**config.mk**
```make
export PLATFORM = sky130hd
export DESIGN_NAME = midpoint_ellipse_raster
export DESIGN_NICKNAME = d
export VERILOG_FILES = /design/src/rtl/mer_pkg.sv /design/src/rtl/mer_dp.sv /design/src/rtl/mer_ctrl.sv /design/src/rtl/midpoint_ellipse_raster.sv
export SDC_FILE = /design/constraint.sdc
export NUM_CORES = 2
export LEC_CHECK = 0
export BUFFER_PORTS_ARGS = -buffer_cell sky130_fd_sc_hd__buf_4
export CAP_MARGIN = 10
export CELL_PAD_IN_SITES_DETAIL_PLACEMENT = 2
export CELL_PAD_IN_SITES_GLOBAL_PLACEMENT = 2
export CORE_MARGIN = 4
export CORE_UTILIZATION = 37
export CTS_CLUSTER_DIAMETER = 120
export DETAILED_ROUTE_END_ITERATION = 10
export PLACE_DENSITY_LB_ADDON = 0.1
export SLEW_MARGIN = 10
export SYNTH_ARGS = -nofsm -noshare
export SYNTH_HDL_FRONTEND = slang
export SYNTH_SLANG_ARGS = --single-unit
```
**constraint.sdc**
```tcl
create_clock -name clk -period 9.25 [get_ports clk]
set_clock_uncertainty 0.05 [all_clocks]
set_input_delay 1.3875 -clock clk [delete_from_list [all_inputs] [get_ports clk]]
set_output_delay 1.3875 -clock clk [all_outputs]
set_load 0.005 [all_outputs]
```
**src/rtl/mer_pkg.sv**
```systemverilog
// Shared widths, codes and controller/datapath interface types of the ellipse rasterizer.
package mer_pkg;

  // Field widths
  localparam int RADIUS_W = 11;
  localparam int COORD_W  = 12;
  localparam int PIX_W    = 14;
  // Step coordinates carry enough bits for the pixel wrap and for the sign of y
  localparam int STEP_W   = 14;
  // Squared radius
  localparam int SQ_W     = 2 * RADIUS_W;
  // Slopes and decision: four times the real decision value
  localparam int WIDE_W   = 48;
  // Shared multiplier operand width
  localparam int MUL_W    = 2 * STEP_W;

  // Stream payload widths, padded to whole bytes
  localparam int IN_DATA_W  = 8;
  localparam int OUT_DATA_W = ((2 * PIX_W + 7) / 8) * 8;

  // Configuration register indexes
  localparam int CFG_ADDR_W = 2;
  localparam int CFG_DATA_W = COORD_W;
  localparam logic [CFG_ADDR_W-1:0] CFG_RADIUS_X = 2'd0;
  localparam logic [CFG_ADDR_W-1:0] CFG_RADIUS_Y = 2'd1;
  localparam logic [CFG_ADDR_W-1:0] CFG_CENTER_X = 2'd2;
  localparam logic [CFG_ADDR_W-1:0] CFG_CENTER_Y = 2'd3;

  // Pixel order within one step
  localparam logic [1:0] PIX_XP_YP = 2'd0;
  localparam logic [1:0] PIX_XN_YP = 2'd1;
  localparam logic [1:0] PIX_XP_YN = 2'd2;
  localparam logic [1:0] PIX_XN_YN = 2'd3;

  // Drawing phase
  typedef enum logic [1:0] {
    PH_IDLE,
    PH_R1,
    PH_R2
  } phase_t;

  // Controller states
  typedef enum logic [4:0] {
    ST_IDLE,
    ST_SQX,
    ST_SQY,
    ST_SQD,
    ST_LDM,
    ST_LOAD,
    ST_SETTLE,
    ST_D1,
    ST_D2,
    ST_D3,
    ST_D4,
    ST_D5,
    ST_D6,
    ST_PIX,
    ST_OUT0,
    ST_OUT1,
    ST_OUT2,
    ST_UPD1,
    ST_UPD2,
    ST_OUT3
  } state_t;

  // Datapath operations, one per cycle
  typedef enum logic [3:0] {
    OP_NONE,
    OP_SQX,   // prod = rx * rx
    OP_SQY,   // rx2 = prod, prod = ry * ry
    OP_SQD,   // ry2 = prod
    OP_LDM,   // prod = rx2 * ry
    OP_LOAD,  // load generator at (0, ry)
    OP_TX,    // prod = (2x+1)^2
    OP_RYT,   // prod = ry2 * prod
    OP_TY,    // dec = prod, prod = (y-1)^2
    OP_RXT,   // prod = rx2 * prod
    OP_RR,    // dec += 4*prod, prod = rx2 * ry2
    OP_DEC2,  // dec -= 4*prod
    OP_PIX,   // latch the four pixel coordinates
    OP_UPD1,  // step coordinates and slopes
    OP_UPD2   // decision update from new slopes
  } dp_op_t;

  typedef struct packed {
    logic       in_ready;
    dp_op_t     op;
    logic       region2;
    logic       load_out;
    logic [1:0] out_sel;
    logic       out_last;
  } dp_cmd_t;

  typedef struct packed {
    logic restart;
    logic slope_ge;
    logic y_neg;
    logic out_free;
  } dp_status_t;

endpackage

```
**src/rtl/mer_dp.sv**
```systemverilog
// Datapath of the ellipse rasterizer: config, shared multiplier, step state, output register.
module mer_dp (
  input  logic                                 clk,
  input  logic                                 rst,
  input  logic                                 cfg_we,
  input  logic [mer_pkg::CFG_ADDR_W-1:0]       cfg_addr,
  input  logic [mer_pkg::CFG_DATA_W-1:0]       cfg_wdata,
  input  logic                                 s_tvalid,
  input  logic [mer_pkg::IN_DATA_W-1:0]        s_tdata,
  output logic                                 m_tvalid,
  input  logic                                 m_tready,
  output logic [mer_pkg::OUT_DATA_W-1:0]       m_tdata,
  output logic                                 m_tlast,
  input  mer_pkg::dp_cmd_t                     cmd,
  output mer_pkg::dp_status_t                  status
);

  localparam int RW = mer_pkg::RADIUS_W;
  localparam int CW = mer_pkg::COORD_W;
  localparam int PW = mer_pkg::PIX_W;
  localparam int SW = mer_pkg::STEP_W;
  localparam int QW = mer_pkg::SQ_W;
  localparam int WW = mer_pkg::WIDE_W;
  localparam int MW = mer_pkg::MUL_W;

  // Configuration registers
  logic [RW-1:0] radius_x;
  logic [RW-1:0] radius_y;
  logic [CW-1:0] center_x;
  logic [CW-1:0] center_y;

  // Algorithm state
  logic          restart;
  logic [QW-1:0] rx2;
  logic [QW-1:0] ry2;
  logic [2*MW-1:0] prod;
  logic [SW-1:0] step_x;
  logic [SW-1:0] step_y;
  logic [WW-1:0] slope_dx;
  logic [WW-1:0] slope_dy;
  logic [WW-1:0] decision;
  logic [PW-1:0] xp, xn, yp, yn;

  // Shared multiplier operands
  logic          mul_en;
  logic [MW-1:0] mul_a;
  logic [MW-1:0] mul_b;

  // Derived values
  logic [WW-1:0] rx2_w, ry2_w, prod_w, prod_x4, ry2_x2, rx2_x2;
  logic [SW-1:0] ty, ty_abs;
  logic [MW-1:0] tx_w, ty_w, rx2_m, ry2_m, prod_m;
  logic [PW-1:0] cx_w, cy_w, sx_w, sy_w;
  logic          dec_neg, dec_pos;
  logic [PW-1:0] sel_x, sel_y;

  assign rx2_w   = {{(WW-QW){1'b0}}, rx2};
  assign ry2_w   = {{(WW-QW){1'b0}}, ry2};
  assign rx2_x2  = {rx2_w[WW-2:0], 1'b0};
  assign ry2_x2  = {ry2_w[WW-2:0], 1'b0};
  assign prod_w  = prod[WW-1:0];
  assign prod_x4 = {prod_w[WW-3:0], 2'b00};
  assign ty      = step_y - {{(SW-1){1'b0}}, 1'b1};
  assign ty_abs  = ty[SW-1] ? (~ty + {{(SW-1){1'b0}}, 1'b1}) : ty;
  assign tx_w    = {{(MW-SW-1){1'b0}}, step_x, 1'b1};
  assign ty_w    = {{(MW-SW){1'b0}}, ty_abs};
  assign rx2_m   = {{(MW-QW){1'b0}}, rx2};
  assign ry2_m   = {{(MW-QW){1'b0}}, ry2};
  assign prod_m  = prod[MW-1:0];
  assign cx_w    = {{(PW-CW){1'b0}}, center_x};
  assign cy_w    = {{(PW-CW){1'b0}}, center_y};
  assign sx_w    = step_x[PW-1:0];
  assign sy_w    = step_y[PW-1:0];
  assign dec_neg = decision[WW-1];
  assign dec_pos = !decision[WW-1] && (decision != '0);

  // Write configuration registers
  always_ff @(posedge clk) begin
    if (rst) begin
      radius_x <= '0;
      radius_y <= '0;
      center_x <= '0;
      center_y <= '0;
    end else if (cfg_we) begin
      case (cfg_addr)
        mer_pkg::CFG_RADIUS_X: radius_x <= cfg_wdata[RW-1:0];
        mer_pkg::CFG_RADIUS_Y: radius_y <= cfg_wdata[RW-1:0];
        mer_pkg::CFG_CENTER_X: center_x <= cfg_wdata;
        mer_pkg::CFG_CENTER_Y: center_y <= cfg_wdata;
        default: ;
      endcase
    end
  end

  // Capture the input beat
  always_ff @(posedge clk) begin
    if (cmd.in_ready && s_tvalid) begin
      restart <= s_tdata[0];
    end
  end

  // Select multiplier operands
  always_comb begin
    mul_en = 1'b1;
    mul_a  = '0;
    mul_b  = '0;
    case (cmd.op)
      mer_pkg::OP_SQX: begin
        mul_a = {{(MW-RW){1'b0}}, radius_x};
        mul_b = {{(MW-RW){1'b0}}, radius_x};
      end
      mer_pkg::OP_SQY: begin
        mul_a = {{(MW-RW){1'b0}}, radius_y};
        mul_b = {{(MW-RW){1'b0}}, radius_y};
      end
      mer_pkg::OP_LDM: begin
        mul_a = rx2_m;
        mul_b = {{(MW-RW){1'b0}}, radius_y};
      end
      mer_pkg::OP_TX: begin
        mul_a = tx_w;
        mul_b = tx_w;
      end
      mer_pkg::OP_RYT: begin
        mul_a = ry2_m;
        mul_b = prod_m;
      end
      mer_pkg::OP_TY: begin
        mul_a = ty_w;
        mul_b = ty_w;
      end
      mer_pkg::OP_RXT: begin
        mul_a = rx2_m;
        mul_b = prod_m;
      end
      mer_pkg::OP_RR: begin
        mul_a = rx2_m;
        mul_b = ry2_m;
      end
      default: mul_en = 1'b0;
    endcase
  end

  // Register the product
  always_ff @(posedge clk) begin
    if (mul_en) begin
      prod <= mul_a * mul_b;
    end
  end

  // Advance squares, slopes, decision and step coordinates
  always_ff @(posedge clk) begin
    case (cmd.op)
      mer_pkg::OP_SQY: rx2 <= prod[QW-1:0];
      mer_pkg::OP_SQD: ry2 <= prod[QW-1:0];
      mer_pkg::OP_LOAD: begin
        step_x   <= '0;
        step_y   <= {{(SW-RW){1'b0}}, radius_y};
        slope_dx <= '0;
        slope_dy <= {prod_w[WW-2:0], 1'b0};
        decision <= {ry2_w[WW-3:0], 2'b00} - prod_x4 + rx2_w;
      end
      mer_pkg::OP_TY:   decision <= prod_w;
      mer_pkg::OP_RR:   decision <= decision + prod_x4;
      mer_pkg::OP_DEC2: decision <= decision - prod_x4;
      mer_pkg::OP_PIX: begin
        xp <= cx_w + sx_w;
        xn <= cx_w - sx_w;
        yp <= cy_w + sy_w;
        yn <= cy_w - sy_w;
      end
      mer_pkg::OP_UPD1: begin
        if (!cmd.region2) begin
          step_x   <= step_x + {{(SW-1){1'b0}}, 1'b1};
          slope_dx <= slope_dx + ry2_x2;
          if (!dec_neg) begin
            step_y   <= step_y - {{(SW-1){1'b0}}, 1'b1};
            slope_dy <= slope_dy - rx2_x2;
          end
        end else begin
          step_y   <= step_y - {{(SW-1){1'b0}}, 1'b1};
          slope_dy <= slope_dy - rx2_x2;
          if (!dec_pos) begin
            step_x   <= step_x + {{(SW-1){1'b0}}, 1'b1};
            slope_dx <= slope_dx + ry2_x2;
          end
        end
      end
      mer_pkg::OP_UPD2: begin
        // decision is still the pre-step value, so the branch matches UPD1
        if (!cmd.region2) begin
          if (dec_neg) begin
            decision <= decision + {slope_dx[WW-3:0] + ry2_w[WW-3:0], 2'b00};
          end else begin
            decision <= decision +
                        {slope_dx[WW-3:0] - slope_dy[WW-3:0] + ry2_w[WW-3:0], 2'b00};
          end
        end else begin
          if (dec_pos) begin
            decision <= decision + {rx2_w[WW-3:0] - slope_dy[WW-3:0], 2'b00};
          end else begin
            decision <= decision +
                        {slope_dx[WW-3:0] - slope_dy[WW-3:0] + rx2_w[WW-3:0], 2'b00};
          end
        end
      end
      default: ;
    endcase
  end

  // Pick the pixel for the output beat
  always_comb begin
    case (cmd.out_sel)
      mer_pkg::PIX_XP_YP: begin sel_x = xp; sel_y = yp; end
      mer_pkg::PIX_XN_YP: begin sel_x = xn; sel_y = yp; end
      mer_pkg::PIX_XP_YN: begin sel_x = xp; sel_y = yn; end
      mer_pkg::PIX_XN_YN: begin sel_x = xn; sel_y = yn; end
      default:            begin sel_x = xn; sel_y = yn; end
    endcase
  end

  // Output register: load a beat or drop it once taken
  always_ff @(posedge clk) begin
    if (rst) begin
      m_tvalid <= 1'b0;
    end else if (cmd.load_out) begin
      m_tvalid <= 1'b1;
    end else if (m_tready) begin
      m_tvalid <= 1'b0;
    end
  end

  always_ff @(posedge clk) begin
    if (cmd.load_out) begin
      m_tdata <= {{(mer_pkg::OUT_DATA_W-2*PW){1'b0}}, sel_y, sel_x};
      m_tlast <= cmd.out_last;
    end
  end

  // Status toward the controller
  assign status.restart  = restart;
  assign status.slope_ge = !($signed(slope_dx) < $signed(slope_dy));
  assign status.y_neg    = step_y[SW-1];
  assign status.out_free = !m_tvalid || m_tready;

endmodule

```
**src/rtl/mer_ctrl.sv**
```systemverilog
// Controller of the ellipse rasterizer: sequences the shared multiplier, steps and pixel beats.
module mer_ctrl (
  input  logic                clk,
  input  logic                rst,
  input  logic                s_tvalid,
  input  mer_pkg::dp_status_t status,
  output mer_pkg::dp_cmd_t    cmd
);

  mer_pkg::state_t state, state_next;
  mer_pkg::phase_t phase, phase_next;

  // Hold state and drawing phase
  always_ff @(posedge clk) begin
    if (rst) begin
      state <= mer_pkg::ST_IDLE;
      phase <= mer_pkg::PH_IDLE;
    end else begin
      state <= state_next;
      phase <= phase_next;
    end
  end

  // Next state and datapath commands
  always_comb begin
    state_next   = state;
    phase_next   = phase;
    cmd.in_ready = 1'b0;
    cmd.op       = mer_pkg::OP_NONE;
    cmd.region2  = (phase == mer_pkg::PH_R2);
    cmd.load_out = 1'b0;
    cmd.out_sel  = mer_pkg::PIX_XP_YP;
    cmd.out_last = 1'b0;
    case (state)
      mer_pkg::ST_IDLE: begin
        cmd.in_ready = 1'b1;
        if (s_tvalid) state_next = mer_pkg::ST_SQX;
      end
      // Square both radii from the live configuration
      mer_pkg::ST_SQX: begin
        cmd.op     = mer_pkg::OP_SQX;
        state_next = mer_pkg::ST_SQY;
      end
      mer_pkg::ST_SQY: begin
        cmd.op     = mer_pkg::OP_SQY;
        state_next = mer_pkg::ST_SQD;
      end
      mer_pkg::ST_SQD: begin
        cmd.op = mer_pkg::OP_SQD;
        if (status.restart) begin
          state_next = mer_pkg::ST_LDM;
        end else if (phase == mer_pkg::PH_IDLE) begin
          state_next = mer_pkg::ST_IDLE;
        end else begin
          state_next = mer_pkg::ST_PIX;
        end
      end
      // Reload the generator at (0, ry)
      mer_pkg::ST_LDM: begin
        cmd.op     = mer_pkg::OP_LDM;
        state_next = mer_pkg::ST_LOAD;
      end
      mer_pkg::ST_LOAD: begin
        cmd.op     = mer_pkg::OP_LOAD;
        phase_next = mer_pkg::PH_R1;
        state_next = mer_pkg::ST_SETTLE;
      end
      // Enter region 2 or finish when the tests demand it
      mer_pkg::ST_SETTLE: begin
        if (phase == mer_pkg::PH_R1 && status.slope_ge) begin
          state_next = mer_pkg::ST_D1;
        end else begin
          if (phase == mer_pkg::PH_R2 && status.y_neg) phase_next = mer_pkg::PH_IDLE;
          state_next = status.restart ? mer_pkg::ST_IDLE : mer_pkg::ST_OUT3;
        end
      end
      // Region-2 decision, one product per cycle
      mer_pkg::ST_D1: begin
        cmd.op     = mer_pkg::OP_TX;
        state_next = mer_pkg::ST_D2;
      end
      mer_pkg::ST_D2: begin
        cmd.op     = mer_pkg::OP_RYT;
        state_next = mer_pkg::ST_D3;
      end
      mer_pkg::ST_D3: begin
        cmd.op     = mer_pkg::OP_TY;
        state_next = mer_pkg::ST_D4;
      end
      mer_pkg::ST_D4: begin
        cmd.op     = mer_pkg::OP_RXT;
        state_next = mer_pkg::ST_D5;
      end
      mer_pkg::ST_D5: begin
        cmd.op     = mer_pkg::OP_RR;
        state_next = mer_pkg::ST_D6;
      end
      mer_pkg::ST_D6: begin
        cmd.op     = mer_pkg::OP_DEC2;
        phase_next = mer_pkg::PH_R2;
        state_next = mer_pkg::ST_SETTLE;
      end
      // Latch the four pixels of the current point
      mer_pkg::ST_PIX: begin
        cmd.op     = mer_pkg::OP_PIX;
        state_next = mer_pkg::ST_OUT0;
      end
      mer_pkg::ST_OUT0: begin
        cmd.out_sel  = mer_pkg::PIX_XP_YP;
        cmd.load_out = status.out_free;
        if (status.out_free) state_next = mer_pkg::ST_OUT1;
      end
      mer_pkg::ST_OUT1: begin
        cmd.out_sel  = mer_pkg::PIX_XN_YP;
        cmd.load_out = status.out_free;
        if (status.out_free) state_next = mer_pkg::ST_OUT2;
      end
      mer_pkg::ST_OUT2: begin
        cmd.out_sel  = mer_pkg::PIX_XP_YN;
        cmd.load_out = status.out_free;
        if (status.out_free) state_next = mer_pkg::ST_UPD1;
      end
      // Advance one midpoint step
      mer_pkg::ST_UPD1: begin
        cmd.op     = mer_pkg::OP_UPD1;
        state_next = mer_pkg::ST_UPD2;
      end
      mer_pkg::ST_UPD2: begin
        cmd.op     = mer_pkg::OP_UPD2;
        state_next = mer_pkg::ST_SETTLE;
      end
      // Fourth pixel carries last once the ellipse is finished
      mer_pkg::ST_OUT3: begin
        cmd.out_sel  = mer_pkg::PIX_XN_YN;
        cmd.out_last = (phase == mer_pkg::PH_IDLE);
        cmd.load_out = status.out_free;
        if (status.out_free) state_next = mer_pkg::ST_IDLE;
      end
      default: begin
        state_next = mer_pkg::ST_IDLE;
      end
    endcase
  end

endmodule

```
**src/rtl/midpoint_ellipse_raster.sv**
```systemverilog
// Top level of the midpoint ellipse rasterizer: controller and datapath.
//
// Channel   Dir  Handshake          Payload
// s_*       in   tvalid/tready      tdata[0] restart, [7:1] zero
// m_*       out  tvalid/tready      tdata[13:0] pixel_x, [27:14] pixel_y, tlast last_pixel
// cfg_*     in   cfg_we             cfg_addr register index, cfg_wdata value
//
// One shared 28x28 multiplier sets the pace: each tick squares both radii first.
// A drawing tick then latches its pixels, sends three, steps and settles, runs the
// region-2 decision if region 2 begins, and sends the fourth; output stalls hold it.
// A restart tick reloads the generator and may enter region 2; an idle tick only squares.
// Reset (rst, synchronous) clears the configuration and leaves the generator finished.
// Input is taken only between ticks; a stalled output beat holds until taken.
module midpoint_ellipse_raster (
  input  logic                             clk,
  input  logic                             rst,
  input  logic                             cfg_we,
  input  logic [mer_pkg::CFG_ADDR_W-1:0]   cfg_addr,
  input  logic [mer_pkg::CFG_DATA_W-1:0]   cfg_wdata,
  input  logic                             s_tvalid,
  output logic                             s_tready,
  input  logic [mer_pkg::IN_DATA_W-1:0]    s_tdata,   // [0] restart, [7:1] zero
  output logic                             m_tvalid,
  input  logic                             m_tready,
  output logic [mer_pkg::OUT_DATA_W-1:0]   m_tdata,   // [13:0] pixel_x, [27:14] pixel_y
  output logic                             m_tlast
);

  mer_pkg::dp_cmd_t    cmd;
  mer_pkg::dp_status_t status;

  mer_ctrl u_ctrl (
    .clk      (clk),
    .rst      (rst),
    .s_tvalid (s_tvalid),
    .status   (status),
    .cmd      (cmd)
  );

  mer_dp u_dp (
    .clk       (clk),
    .rst       (rst),
    .cfg_we    (cfg_we),
    .cfg_addr  (cfg_addr),
    .cfg_wdata (cfg_wdata),
    .s_tvalid  (s_tvalid),
    .s_tdata   (s_tdata),
    .m_tvalid  (m_tvalid),
    .m_tready  (m_tready),
    .m_tdata   (m_tdata),
    .m_tlast   (m_tlast),
    .cmd       (cmd),
    .status    (status)
  );

  assign s_tready = cmd.in_ready;

endmodule

```
==> flow_summary.toml <==
[run_status]
status = "finished, violations left"
violations = "setup timing"

[pwr]
p_sw_mw = 3.552
power_frac_clock = 0.258
powerDensity_nw_per_um2 = 129.6
max-vdd-ir-drop_v = 0.0001328
leakage_nw = 28.50
power.share.combinational = 0.451
p_int_mw = 4.904
swShare = 0.4201
total_power_mw = 8.456
seqPwrFrac = 0.290

[placement]
postPlaceCellArea_um2 = 61880
pre_cts_slack_ns = -1.274
io_buffers = 50
place_congestion = 0.9203
dp_hpwl_mm = 191.3
dp_cells = 8893

[synthesis]
async_reset_ff_frac = 0
yosysWarnings = 0
synthAdderAreaFrac = 0.2938
synth_xor_area_frac = 0.08166
synth_top_family_by_area = "adder cells"
synth_simple_gate_area_share = 0.1782
synthFlopType = "edfxtp_1"
synth_mux_area_frac = 0.01399
synth-edff-count = 346
ys_types = 98
syn_inst = 6571
yosysSeqAreaShare = 0.2065
synth-compound-area-share = 0.1488
avgSynthCellArea_um2 = 8.453
yosys_register_bits = 400
syn_area_um2 = 55550

[global_route]
grt_use_total = 0.2968
overflow = 0
grt_max_degree = 92
antenna_found_initial = 7
grt_pass1_vias = 56660
grt_pass1_wl_mm = 355.6

[routing]
wl_per_cell_um = 26.69
antenna_left = 0
drc_errors = 0
wl_mm = 241.8
vias_per_cell = 5.660
drt-pass1-iter-count = 5
drtIter0Drc = 3244
num_vias = 51280

[finish]
seq_area_um2 = 11470
multi_input_area_um2 = 40970
post-route-util = 0.4391
syn_to_final_growth_pct = 17.42
nets = 8011
layout-drive-gt1-share = 0.1484
postLayoutCellArea_um2 = 65220
fin_cells = 9060
n_fill_cell = 16500

[critical_path]
reg2reg_depth = 40
cp_slowest_cell = "fa_2"
crit_family = "adder cells"
critPathKind = "reg2reg"
r2r_end = "u_dp.prod[42]"
critPathMaxFanout = 4
cp-startpoint = "u_dp.step_y[0]"
r2r_slack_ns = -0.83
cp_slowest_stage_delay_ns = 0.61
crit_buf_inv = 9
cp.arrival_ns = 10.44
end_kind = "register"
cp.required_ns = 9.60
reg2reg_from = "u_dp.step_y[0]"
cp-start-kind = "register"

[job]
cap_violations = 0

[sta]
hold_violations = 0
tightest_slew_ns = 1.258
relSlewSlack = 0.1575
period_needed_ns = 10.08
finalSetupViolations = 21
setup_ws_ns = -0.8340
hold_slack_ns = 0.3805
fin_setup_tns_ns = -11.33
rsz0062_at_grt = "true"
max_freq_mhz = 99.17
maxSlewViolCount = 0
finalCritPeriodShare = 1.090

[die]
start_util = 0.3739
rows = 141
ioPinCount = 62
dieArea_um2 = 156400
die_x_um = 395.5
die_h_um = 395.5
core-area_um2 = 148500

[clock_tree]
cts_sinks = 400
cts_hold_buf = 0
insertion_delay_ns = 0.71
clk_pin_slew_ns = 0.06
clk_path_buf_depth = 3
ctsHtreeMaxLevel = 2
cts_root_buf = "clkbuf_16"
cts_buffers = 55
cts_tree = "done"

[hold_path]
hold_end = "u_dp.m_tdata[0]"
min_from = "u_dp.xn[0]"
hp-class = "reg2reg"
min_path_cells = 0
[area by class of cell]
type,count,area share
antenna,3,0.0001151
tap,2002,0.03840
inverter,829,0.04771
clock buffer,77,0.02313
clock inverter,27,0.004278
sequential,400,0.1759
multi-input combinational,5044,0.6281
timing repair buffer,678,0.08237
[worst register-to-register path, delay by kind of cell (launching register included)]
kind	cells	cell delay, ns
compound gates	12	2.25
xor+xnor	3	0.37
fa+ha+maj	8	3.93
buf+inv	9	1.27
flops	1	0.44
simple gates	8	1.50
[layer usage]
| metal | GRT usage | share of wire |
|---|---|---|
| met3 | 0.05117 | 0.059 |
| met2 | 0.4903 | 0.47 |
| met4 | 0.09205 | 0.039 |
| met1 | 0.3965 | 0.44 |
| met5 | 0 | 0.00026 |
[synthesized netlist by cell type, drive strengths merged (38+ instances only)]
cell / count / area [µm²]
fa: 547 / 10950
o21bai: 38 / 285.3
and3: 52 / 325.3
edfxtp: 346 / 10390
a21oi: 374 / 1872
ha: 429 / 5368
clkbuf: 247 / 927.1
a211oi: 48 / 370.3
and2: 48 / 301.5
dfxtp: 54 / 1081
nand3: 102 / 510.5
nor4: 52 / 355.3
nand2: 879 / 3302
o21ai: 314 / 1575
nand2b: 65 / 406.6
a22oi: 55 / 412.9
a21o: 108 / 810.8
o211ai: 39 / 292.8
buf: 54 / 240.2
xor2: 199 / 1743
nor3: 121 / 630.6
nor2b: 59 / 369.1
inv: 829 / 3112
xnor2: 318 / 2793
nor2: 618 / 2325
nand4: 54 / 352.8
or3: 43 / 274.0
[kinds of logic (layout without fill, tap and decap cells)]
group | count (synthesis) | after routing
flip-flops | 400 | 400
multiplexers | 73 | 73
buffers and inverters | 1130 | 1611
XOR/XNOR | 517 | 517
other | 1 | 7
adder cells (fa/ha/maj) | 976 | 976
AO/OA/AOI/OAI | 1288 | 1288
AND/OR/NAND/NOR | 2186 | 2186
[registers in the layout (all words and copies together), names as in the netlist, 5 cells and up]
register and flops:
u_dp.radius_x 11, u_dp.step_x 14, u_dp.xp 13, u_ctrl.state 5, u_dp.step_y 14, u_dp.center_y 12
u_dp.yp 13, u_dp.center_x 12, u_dp.slope_dx 47, u_dp.rx2 22, u_dp.prod 48, u_dp.yn 14
u_dp.decision 48, u_dp.m_tdata 28, u_dp.slope_dy 47, u_dp.xn 14, u_dp.radius_y 11, u_dp.ry2 22
[cells in the final DEF, fill, tap and decap left out, types with 64 or more instances in the layout]
cell	instances
nand2_1	861
inv_1	817
buf_4	633
nor2_1	600
fa_1	529
ha_1	418
a21oi_1	353
edfxtp_1	346
xnor2_1	306
o21ai_0	296
xor2_1	192
a21o_1	108
nor3_1	104
nand3_1	96
nand2b_1	64
[worst max-delay path by stage]
stage,endpoint,slack [ns],cells past startpoint
2_1_floorplan,u_dp.prod[47],0.02,39
3_3_place_gp,u_dp.prod[45],-0.98,38
3_5_place_dp,u_dp.prod[45],-1.27,38
4_1_cts,u_dp.prod[42],-0.47,38
5_1_grt,u_dp.prod[42],-1.10,43
6_report,u_dp.prod[42],-0.83,40
[power by group through the flow]
stage | Sequential, mW | Clock [mW] | Combinational, mW
after floorplan | 2.36 | 0 | 2.53
after global placement | 2.47 | 0 | 3.56
after detailed placement | 2.48 | 0 | 3.70
after CTS | 2.44 | 2.22 | 3.75
after global routing | 2.46 | 2.30 | 4.17
final | 2.46 | 2.19 | 3.81
[timing repair]
item,4_1_cts,5_1_grt
pin swaps,95,88
resized for setup,145,95
cloned,0,0
setup endpoints to repair,20,33
setup buffers,43,24
Power figures use the tool's default switching activity.
